===== config.mk =====
export PLATFORM = sky130hd
export DESIGN_NAME = disparity_tile_stream_to_raster_top_flat
export DESIGN_NICKNAME = d
export VERILOG_FILES = /design/src/rtl/dtsr_pkg.sv /design/src/rtl/dtsr_stream_if.sv /design/src/rtl/dtsr_cfg_regs.sv /design/src/rtl/dtsr_tile_track.sv /design/src/rtl/dtsr_pixel_map.sv /design/src/rtl/disparity_tile_stream_to_raster_top.sv /design/src/flat_wrapper.sv
export SDC_FILE = /design/constraint.sdc
export NUM_CORES = 1
export LEC_CHECK = 0
export BUFFER_PORTS_ARGS = -buffer_cell sky130_fd_sc_hd__buf_2
export CORE_MARGIN = 1
export CORE_UTILIZATION = 25
export DETAILED_ROUTE_END_ITERATION = 8
export SYNTH_ARGS = -nofsm -noshare
export SYNTH_HDL_FRONTEND = slang
export SYNTH_SLANG_ARGS = --single-unit

===== constraint.sdc =====
create_clock -name clk -period 24.5 [get_ports clk]
set_clock_uncertainty 0.2 [all_clocks]
set_input_delay 1.225 -clock clk [delete_from_list [all_inputs] [get_ports clk]]
set_output_delay 1.225 -clock clk [all_outputs]
set_load 0.01 [all_outputs]

===== src/rtl/dtsr_pkg.sv =====
`timescale 1ns / 1ps
// Shared types and constants for the disparity tile stream to raster block.
// Depends on nothing; the config registers, tile tracker, pixel mapper and top import it.
package dtsr_pkg;

	// Tile geometry defaults.
	localparam int TILE_SIZE_DEF    = 50;
	localparam int TILE_OVERLAP_DEF = 8;

	// Field widths.
	localparam int WORD_W = 32;
	localparam int TAG_W  = 7;
	localparam int ADDR_W = 12;
	localparam int DISP_W = 7;
	localparam int TILE_W = 6;
	localparam int DIM_W  = 11;
	localparam int CFG_W  = 11;

	// Positions of the fields inside a stream word.
	localparam int TAG_LSB  = 25;
	localparam int ADDR_LSB = 13;
	localparam int DISP_LSB = 5;

	// Address thresholds that classify a drop of the tile address.
	localparam logic [ADDR_W-1:0] WRAP_HIGH      = 12'd2490;
	localparam logic [ADDR_W-1:0] FRAME_ADDR_MIN = 12'd50;
	localparam logic [ADDR_W-1:0] TILE_ADDR_MIN  = 12'd5;
	localparam logic [ADDR_W-1:0] TILE_ADDR_MAX  = 12'd50;

	localparam logic [TILE_W-1:0] TILE_MAX = 6'd63;

	// Register reset values.
	localparam logic [TILE_W-1:0] TILES_PER_ROW_RST = 6'd18;
	localparam logic [DIM_W-1:0]  FRAME_ROWS_RST    = 11'd960;
	localparam logic [DIM_W-1:0]  FRAME_COLS_RST    = 11'd752;
	localparam logic [TAG_W-1:0]  PIXEL_TAG_RST     = 7'd117;

	typedef enum logic [1:0] {
		CFG_TILES_PER_ROW = 2'd0,
		CFG_FRAME_ROWS    = 2'd1,
		CFG_FRAME_COLS    = 2'd2,
		CFG_PIXEL_TAG     = 2'd3
	} cfg_index_t;

	typedef struct packed {
		logic [TILE_W-1:0] tiles_per_row;
		logic [DIM_W-1:0]  frame_rows;
		logic [DIM_W-1:0]  frame_cols;
		logic [TAG_W-1:0]  pixel_tag;
	} cfg_t;

	// Tile position that applies to the word now in flight.
	typedef struct packed {
		logic              active;
		logic              frame_start;
		logic [TILE_W-1:0] tile_row;
		logic [TILE_W-1:0] tile_col;
	} trk_t;

	typedef struct packed {
		logic              pixel_write;
		logic [DIM_W-1:0]  pixel_row;
		logic [DIM_W-1:0]  pixel_col;
		logic [DISP_W-1:0] disparity;
		logic              frame_start;
	} pixel_t;

endpackage


===== src/rtl/dtsr_stream_if.sv =====
`timescale 1ns / 1ps
// Valid/ready stream channel carrying one word of a chosen payload type.
// Depends on nothing; the payload type is given at instantiation.
interface dtsr_stream_if #(
	parameter type payload_t = logic [31:0]
);
	logic     valid;
	logic     ready;
	payload_t payload;

	modport source (output valid, output payload, input ready);
	modport sink   (input valid, input payload, output ready);
endinterface


===== src/rtl/dtsr_cfg_regs.sv =====
`timescale 1ns / 1ps
// Configuration register file written through a plain index/data port.
// Depends on dtsr_pkg.
module dtsr_cfg_regs
	import dtsr_pkg::*;
(
	input  logic             clk,
	input  logic             arst_n,
	input  logic             cfg_we,
	input  logic [1:0]       cfg_index,
	input  logic [CFG_W-1:0] cfg_data,
	output cfg_t             cfg
);

	cfg_t cfg_q;

	always_ff @(posedge clk or negedge arst_n) begin
		if (!arst_n) begin
			cfg_q.tiles_per_row <= TILES_PER_ROW_RST;
			cfg_q.frame_rows    <= FRAME_ROWS_RST;
			cfg_q.frame_cols    <= FRAME_COLS_RST;
			cfg_q.pixel_tag     <= PIXEL_TAG_RST;
		end else if (cfg_we) begin
			unique case (cfg_index_t'(cfg_index))
				CFG_TILES_PER_ROW: cfg_q.tiles_per_row <= cfg_data[TILE_W-1:0];
				CFG_FRAME_ROWS:    cfg_q.frame_rows    <= cfg_data[DIM_W-1:0];
				CFG_FRAME_COLS:    cfg_q.frame_cols    <= cfg_data[DIM_W-1:0];
				CFG_PIXEL_TAG:     cfg_q.pixel_tag     <= cfg_data[TAG_W-1:0];
				default: ;
			endcase
		end
	end

	assign cfg = cfg_q;

endmodule


===== src/rtl/dtsr_tile_track.sv =====
`timescale 1ns / 1ps
// Frame and tile tracking: detects address wrap and keeps the tile position.
// Depends on dtsr_pkg.
module dtsr_tile_track
	import dtsr_pkg::*;
(
	input  logic              clk,
	input  logic              arst_n,
	input  logic              step,
	input  logic [TAG_W-1:0]  tag,
	input  logic [ADDR_W-1:0] addr,
	input  cfg_t              cfg,
	output trk_t              trk
);

	logic [ADDR_W-1:0] last_address_q;
	logic              capture_q;
	logic [TILE_W-1:0] tile_col_q;
	logic [TILE_W-1:0] tile_row_q;

	logic              high;
	logic              below;
	logic              frame_wrap;
	logic              tile_wrap;
	logic              capture_d;
	logic              active;
	logic              advance;
	logic [TILE_W:0]   col_inc;
	logic [TILE_W-1:0] col_d;
	logic [TILE_W-1:0] row_d;

	always_comb begin
		high       = last_address_q > WRAP_HIGH;
		below      = addr < last_address_q;
		frame_wrap = high && below && (addr > FRAME_ADDR_MIN);
		tile_wrap  = high && below && (addr > TILE_ADDR_MIN) && (addr < TILE_ADDR_MAX);

		if (frame_wrap) begin
			capture_d = 1'b1;
		end else if (tile_wrap) begin
			capture_d = 1'b0;
		end else begin
			capture_d = capture_q;
		end

		active  = capture_d && (tag == cfg.pixel_tag);
		// A frame wrap restarts at tile 0 and never advances on the same word.
		advance = active && !frame_wrap && high && below;

		trk.active      = active;
		trk.frame_start = active && frame_wrap;
		trk.tile_row    = (active && frame_wrap) ? '0 : tile_row_q;
		trk.tile_col    = (active && frame_wrap) ? '0 : tile_col_q;

		col_inc = {1'b0, tile_col_q} + 7'd1;
		col_d   = trk.tile_col;
		row_d   = trk.tile_row;
		if (advance) begin
			if (col_inc >= {1'b0, cfg.tiles_per_row} || col_inc > {1'b0, TILE_MAX}) begin
				col_d = '0;
				if (tile_row_q != TILE_MAX) begin
					row_d = tile_row_q + 6'd1;
				end
			end else begin
				col_d = col_inc[TILE_W-1:0];
			end
		end
	end

	always_ff @(posedge clk or negedge arst_n) begin
		if (!arst_n) begin
			last_address_q <= '0;
			capture_q      <= 1'b0;
			tile_col_q     <= '0;
			tile_row_q     <= '0;
		end else if (step) begin
			last_address_q <= addr;
			capture_q      <= capture_d;
			tile_col_q     <= col_d;
			tile_row_q     <= row_d;
		end
	end

endmodule


===== src/rtl/dtsr_pixel_map.sv =====
`timescale 1ns / 1ps
// Maps a tile address and tile position to a cropped frame-buffer position.
// Depends on dtsr_pkg.
module dtsr_pixel_map
	import dtsr_pkg::*;
#(
	parameter int TILE_SIZE    = TILE_SIZE_DEF,
	parameter int TILE_OVERLAP = TILE_OVERLAP_DEF
) (
	input  logic [ADDR_W-1:0] addr,
	input  logic [DISP_W-1:0] disp,
	input  trk_t              trk,
	input  cfg_t              cfg,
	output pixel_t            pix
);

	localparam int STEP   = TILE_SIZE - TILE_OVERLAP;
	localparam int LO     = TILE_OVERLAP / 2;
	localparam int HI     = TILE_SIZE - TILE_OVERLAP / 2;
	// Reciprocal with enough fraction bits to be exact for any 12-bit address.
	localparam int SHIFT  = 20;
	localparam int RECIP  = ((1 << SHIFT) + TILE_SIZE - 1) / TILE_SIZE;
	localparam int PROD_W = ADDR_W + SHIFT - 3;
	localparam int SR_W   = 8;
	localparam int SC_W   = 6;
	localparam int POS_W  = 13;

	logic [PROD_W-1:0] prod;
	logic [SR_W-1:0]   sr;
	logic [ADDR_W-1:0] rem;
	logic [SC_W-1:0]   sc;
	logic [POS_W-1:0]  r;
	logic [POS_W-1:0]  c;
	logic              inside_tile;
	logic              inside_frame;

	always_comb begin
		prod = PROD_W'(addr) * PROD_W'(RECIP);
		sr   = prod[SHIFT +: SR_W];
		rem  = addr - ADDR_W'(ADDR_W'(sr) * ADDR_W'(TILE_SIZE));
		sc   = rem[SC_W-1:0];

		r = POS_W'(sr) + POS_W'(POS_W'(trk.tile_row) * POS_W'(STEP));
		c = POS_W'(sc) + POS_W'(POS_W'(trk.tile_col) * POS_W'(STEP));

		inside_tile = (SR_W'(sc) < SR_W'(HI)) && (sr < SR_W'(HI)) &&
			(SR_W'(sc) >= SR_W'(LO)) && (sr >= SR_W'(LO));
		inside_frame = (r < POS_W'(cfg.frame_rows)) && (c < POS_W'(cfg.frame_cols));

		pix             = '0;
		pix.frame_start = trk.frame_start;
		if (trk.active && inside_tile && inside_frame) begin
			pix.pixel_write = 1'b1;
			pix.pixel_row   = r[DIM_W-1:0];
			pix.pixel_col   = c[DIM_W-1:0];
			pix.disparity   = disp;
		end
	end

endmodule


===== src/rtl/disparity_tile_stream_to_raster_top.sv =====
`timescale 1ns / 1ps
// Top level of the disparity tile stream to raster converter.
// Depends on dtsr_pkg, dtsr_stream_if, dtsr_cfg_regs, dtsr_tile_track, dtsr_pixel_map.
//
//   channel   dir  payload                                   handshake
//   word_ch   in   stream_word, 32 bits                      valid/ready
//   pixel_ch  out  pixel_write,row,col,disparity,frame_start valid/ready
//   cfg       in   cfg_we, cfg_index (2), cfg_data (11)      write only
//
// A result passes the input register, then the result register; without stalls, one word per cycle.
// A word is held in the input register while the tile tracker and pixel mapper
// work on it; the result register takes it once it is empty or being drained.
// A stall on pixel_ch holds the result register and backs up into word_ch.
// Reset clears the tile state and loads the register defaults; no clearing pass.
module disparity_tile_stream_to_raster_top
	import dtsr_pkg::*;
#(
	parameter int TILE_SIZE    = TILE_SIZE_DEF,
	parameter int TILE_OVERLAP = TILE_OVERLAP_DEF
) (
	input  logic             clk,
	input  logic             arst_n,
	dtsr_stream_if.sink      word_ch,
	dtsr_stream_if.source    pixel_ch,
	input  logic             cfg_we,
	input  logic [1:0]       cfg_index,
	input  logic [CFG_W-1:0] cfg_data
);

	cfg_t              cfg;
	trk_t              trk;
	pixel_t            pix;

	logic [WORD_W-1:0] word_s1;
	logic              valid_s1;
	pixel_t            pix_s2;
	logic              valid_s2;
	logic              advance;

	assign advance       = valid_s1 && (!valid_s2 || pixel_ch.ready);
	assign word_ch.ready = !valid_s1 || advance;

	always_ff @(posedge clk or negedge arst_n) begin
		if (!arst_n) begin
			valid_s1 <= 1'b0;
			valid_s2 <= 1'b0;
		end else begin
			if (word_ch.ready) begin
				valid_s1 <= word_ch.valid;
			end
			if (advance) begin
				valid_s2 <= 1'b1;
			end else if (pixel_ch.ready) begin
				valid_s2 <= 1'b0;
			end
		end
	end

	always_ff @(posedge clk) begin
		if (word_ch.ready && word_ch.valid) begin
			word_s1 <= word_ch.payload;
		end
		if (advance) begin
			pix_s2 <= pix;
		end
	end

	dtsr_cfg_regs u_cfg (
		.clk       (clk),
		.arst_n    (arst_n),
		.cfg_we    (cfg_we),
		.cfg_index (cfg_index),
		.cfg_data  (cfg_data),
		.cfg       (cfg)
	);

	dtsr_tile_track u_track (
		.clk    (clk),
		.arst_n (arst_n),
		.step   (advance),
		.tag    (word_s1[TAG_LSB +: TAG_W]),
		.addr   (word_s1[ADDR_LSB +: ADDR_W]),
		.cfg    (cfg),
		.trk    (trk)
	);

	dtsr_pixel_map #(
		.TILE_SIZE    (TILE_SIZE),
		.TILE_OVERLAP (TILE_OVERLAP)
	) u_map (
		.addr (word_s1[ADDR_LSB +: ADDR_W]),
		.disp (word_s1[DISP_LSB +: DISP_W]),
		.trk  (trk),
		.cfg  (cfg),
		.pix  (pix)
	);

	assign pixel_ch.valid   = valid_s2;
	assign pixel_ch.payload = pix_s2;

endmodule

===== src/flat_wrapper.sv =====
// flat-port wrapper written by rule: the top's interface ports become plain ports
module disparity_tile_stream_to_raster_top_flat import dtsr_pkg::*;
#(
	parameter int TILE_SIZE    = TILE_SIZE_DEF,
	parameter int TILE_OVERLAP = TILE_OVERLAP_DEF
)
  (clk, arst_n, cfg_we, cfg_index, cfg_data, word_ch_valid, word_ch_payload, word_ch_ready, pixel_ch_valid, pixel_ch_payload, pixel_ch_ready);
  dtsr_stream_if word_ch_i ();
  dtsr_stream_if pixel_ch_i ();
  input  logic clk;
  input  logic arst_n;
  input  logic cfg_we;
  input  logic [1:0] cfg_index;
  input  logic [CFG_W-1:0] cfg_data;
  input wire logic [$bits(word_ch_i.valid)-1:0] word_ch_valid;
  input wire logic [$bits(word_ch_i.payload)-1:0] word_ch_payload;
  output wire logic [$bits(word_ch_i.ready)-1:0] word_ch_ready;
  output wire logic [$bits(pixel_ch_i.valid)-1:0] pixel_ch_valid;
  output wire logic [$bits(pixel_ch_i.payload)-1:0] pixel_ch_payload;
  input wire logic [$bits(pixel_ch_i.ready)-1:0] pixel_ch_ready;
  assign word_ch_i.valid = word_ch_valid;
  assign word_ch_i.payload = word_ch_payload;
  assign word_ch_ready = word_ch_i.ready;
  assign pixel_ch_valid = pixel_ch_i.valid;
  assign pixel_ch_payload = pixel_ch_i.payload;
  assign pixel_ch_i.ready = pixel_ch_ready;
  disparity_tile_stream_to_raster_top #(.TILE_SIZE(TILE_SIZE), .TILE_OVERLAP(TILE_OVERLAP)) u_core (.clk(clk), .arst_n(arst_n), .word_ch(word_ch_i), .pixel_ch(pixel_ch_i), .cfg_we(cfg_we), .cfg_index(cfg_index), .cfg_data(cfg_data));
endmodule

==> impl_results.md <==
- #FFs+latches synth: 119
- Fmax: 90.4 MHz
- CTS tree: done
- Area of the core: 42,000 um2
- Slew HR: 31.0%
- DRT iter0 DRCs: 356
- Fillers: 4,366
- Leak: 0.00606 uW
- Final Cycle Share: 45.1%
- ANT nets after route: 0
- DP HPWL: 19,900 um
- Most frequent cells in the layout: ha_1, inv_1, buf_2
- Worst-path cell with the longest stage delay: fa_1
- Worst R2R End: u_core.pixel_ch.payload[15]
- Post-DP Area: 11,700 um2
- Final Power: 1670 uW
- Global-route wire length before repair: 41,100 um
- Mean post-synth cell area: 10.4 um2
- TNS Setup: 0 ps
- Reg-to-reg setup timing slack: 13,440 ps
- Clock slew at reported path FFs: 60 ps
- Slew @ Worst Pin: 1030 ps
- CP endpoint: u_core.pixel_ch.payload[15]
- Depth of the worst register-to-register path: 38
- Main flop type after synthesis: edfxtp_1
- Max incr delay on CP: 660 ps
- Synth warnings: 0
- Later-pin clock latency in the skew report: 430 ps
- Maximum fanout along the worst path: 30
- Worst path bufs/invs: 7
- CTS root buf: clkbuf_16
- HP Class: reg -> reg
- Final-report hold violation count: 0
- 1st-pass router iterations: 7
- Synth unique cells: 86
- Postcts setup bufs: 0
- Num CTS Buffers: 17
- Post-route cell area: 12,300 um2
- CP top delay family: adder cells
- Vias post-DR: 7,620
- Net Count, Synth: 1,308
- CTS H-tree depth: 4
- Clock Path Buffers: 2
- Clk sink count: 119
- Layout cell share with drive strength beyond 1: 16.6%
- Fin. max-slew vios: 0
- Die Area: 43,500 um2
- Worst Hold Depth: 1
- Cell depth of the worst setup path: 38
- Port bufs: 76
- Setup violators final: 0
- CTS Hold Bufs: 0
- RSZ-0062 raised after global routing: no
- Syn Std Cell Area: 10,700 um2
- Die Height: 209 um
- Worst Path Required: 24,520 ps
- Die W: 209 um
- Post-synthesis sequential area ratio: 30.8%
- Io pins: 84
- Routed len/inst: 15.1 um
- Worst r2r src: u_core.word_s1[16]
- PwrDens: 135 nW/um2
- RD Place Congestion: 0.861
- WS Path Type: reg -> reg
- Pin count of the biggest net entering global routing: 63
- Critical Path AT: 11,080 ps
- Most common cell after layout, fill and taps aside: ha_1
- Worst VDD drop: 0.000120 V
- Async set-reset flop share out of synthesis: 52.1%
- Routed WL: 25,000 um
- GRT Residual Overflow: 0
- Critical path startpoint category: register
- Crit. Startpoint: u_core.word_s1[16]
- NumNets Final: 1,392
- Min cycle time layout: 11,060 ps
- Outcome: finished, final reports clean
- Total GRT Usage: 12.1%
- Post-Synthesis Cells: 1,022
- Post-synth EDFFs: 57
- CTS resizes: 0
- Vias in the first global route: 7,992
- DRC: 0
- CP endpoint kind: register
- Max_cap viols: 0
- Detailed-route vias per instance: 4.59
- Core Rows: 75
- Area growth, synth to finish: 15.5%
- Initial antenna violation count: 1
- Initial Util: 25.4%
[worst register-to-register path: cells and delay by family (launching register included)]
| family | cells | cell delay, ps |
|---|---|---|
| flops | 1 | 650 |
| fa+ha+maj | 10 | 4120 |
| xor+xnor | 5 | 1490 |
| compound gates | 14 | 3510 |
| simple gates | 2 | 240 |
| buf+inv | 7 | 650 |
[state kept, by name, summed over array words and instances, names as in the netlist]
signal	count
u_core.pixel_ch.payload	31
u_core.u_cfg.cfg	35
u_core.u_track.tile_row_q	6
u_core.pixel_ch.valid	1
u_core.u_track.tile_col_q	6
u_core.u_track.capture_q	1
u_core.word_s1	26
u_core.u_track.last_address_q	12
u_core.valid_s1	1
[worst min path at each step]
stage                                  endpoint  slack [ps]            start
after global placement    u_core.pixel_ch.valid         270  u_core.valid_s1
after global routing      u_core.pixel_ch.valid         320  u_core.valid_s1
final                     u_core.pixel_ch.valid         290  u_core.valid_s1
after CTS                 u_core.pixel_ch.valid         290  u_core.valid_s1
after floorplan           u_core.pixel_ch.valid         260  u_core.valid_s1
after detailed placement  u_core.pixel_ch.valid         280  u_core.valid_s1
[routing by layer]
layer	up-vias	wire length, um	global-route usage (%)
li1	3751	-	-
met1	3719	11000	14.7
met2	114	12400	21.0
met3	36	903	2.13
met4	0	635	4.90
met5	-	0	0
[stage by stage]
stage / std cells / hold slack (ps) / utilization (%) / setup slack, ps
4_1_cts: 1658 / 294 / 29.3 / 13230
3_3_place_gp: 1626 / 267 / 27.8 / 13300
3_5_place_dp: 1626 / 279 / 27.8 / 13320
5_1_grt: 1658 / 315 / 29.3 / 12580
2_1_floorplan: 1022 / 257 / - / 15140
6_report: 1659 / 290 / 29.3 / 13440
[area by class of cell]
type | count | area (um2) | share of cell area [%]
clock buffers | 20 | 500 | 4.07
flip-flops and latches | 119 | 3280 | 26.7
multi-input cells | 720 | 6680 | 54.3
diodes | 1 | 2.50 | 0.0203
well taps | 539 | 674 | 5.48
inverters | 167 | 627 | 5.09
repair buffers | 81 | 418 | 3.40
clock inverters | 12 | 121 | 0.986
[synthesized netlist by cell type (all sizes together), types with 23 or more instances]
master  instances  area share (%)
a21o           31             2.2
nor2           23            0.88
dfrtp          46              11
edfxtp         57              16
inv           167             5.9
fa             47             8.8
mux2           33             3.5
o21ai          50             2.4
ha            189              22
nand2          54             1.9
nor3b          25             1.8
a21oi          40             1.9
xnor2          26             2.1
[cells by family after synthesis]
group | count (synthesis) | synth area share, %
fa+ha+maj | 236 | 31.0
simple gates | 200 | 10.7
compound gates | 198 | 12.8
buf+inv | 183 | 6.53
flops | 119 | 30.8
xor+xnor | 51 | 4.59
mux | 34 | 3.58
other cells | 1 | 0.0352
[report_power, final]
group | internal [uW] | switching (uW) | leakage (uW)
Sequential | 236 | 14.3 | 0.00130
Clock | 160 | 106 | 0.000300
Combinational | 492 | 657 | 0.00447
Total | 889 | 777 | 0.00606
Power figures use the tool's default switching activity.
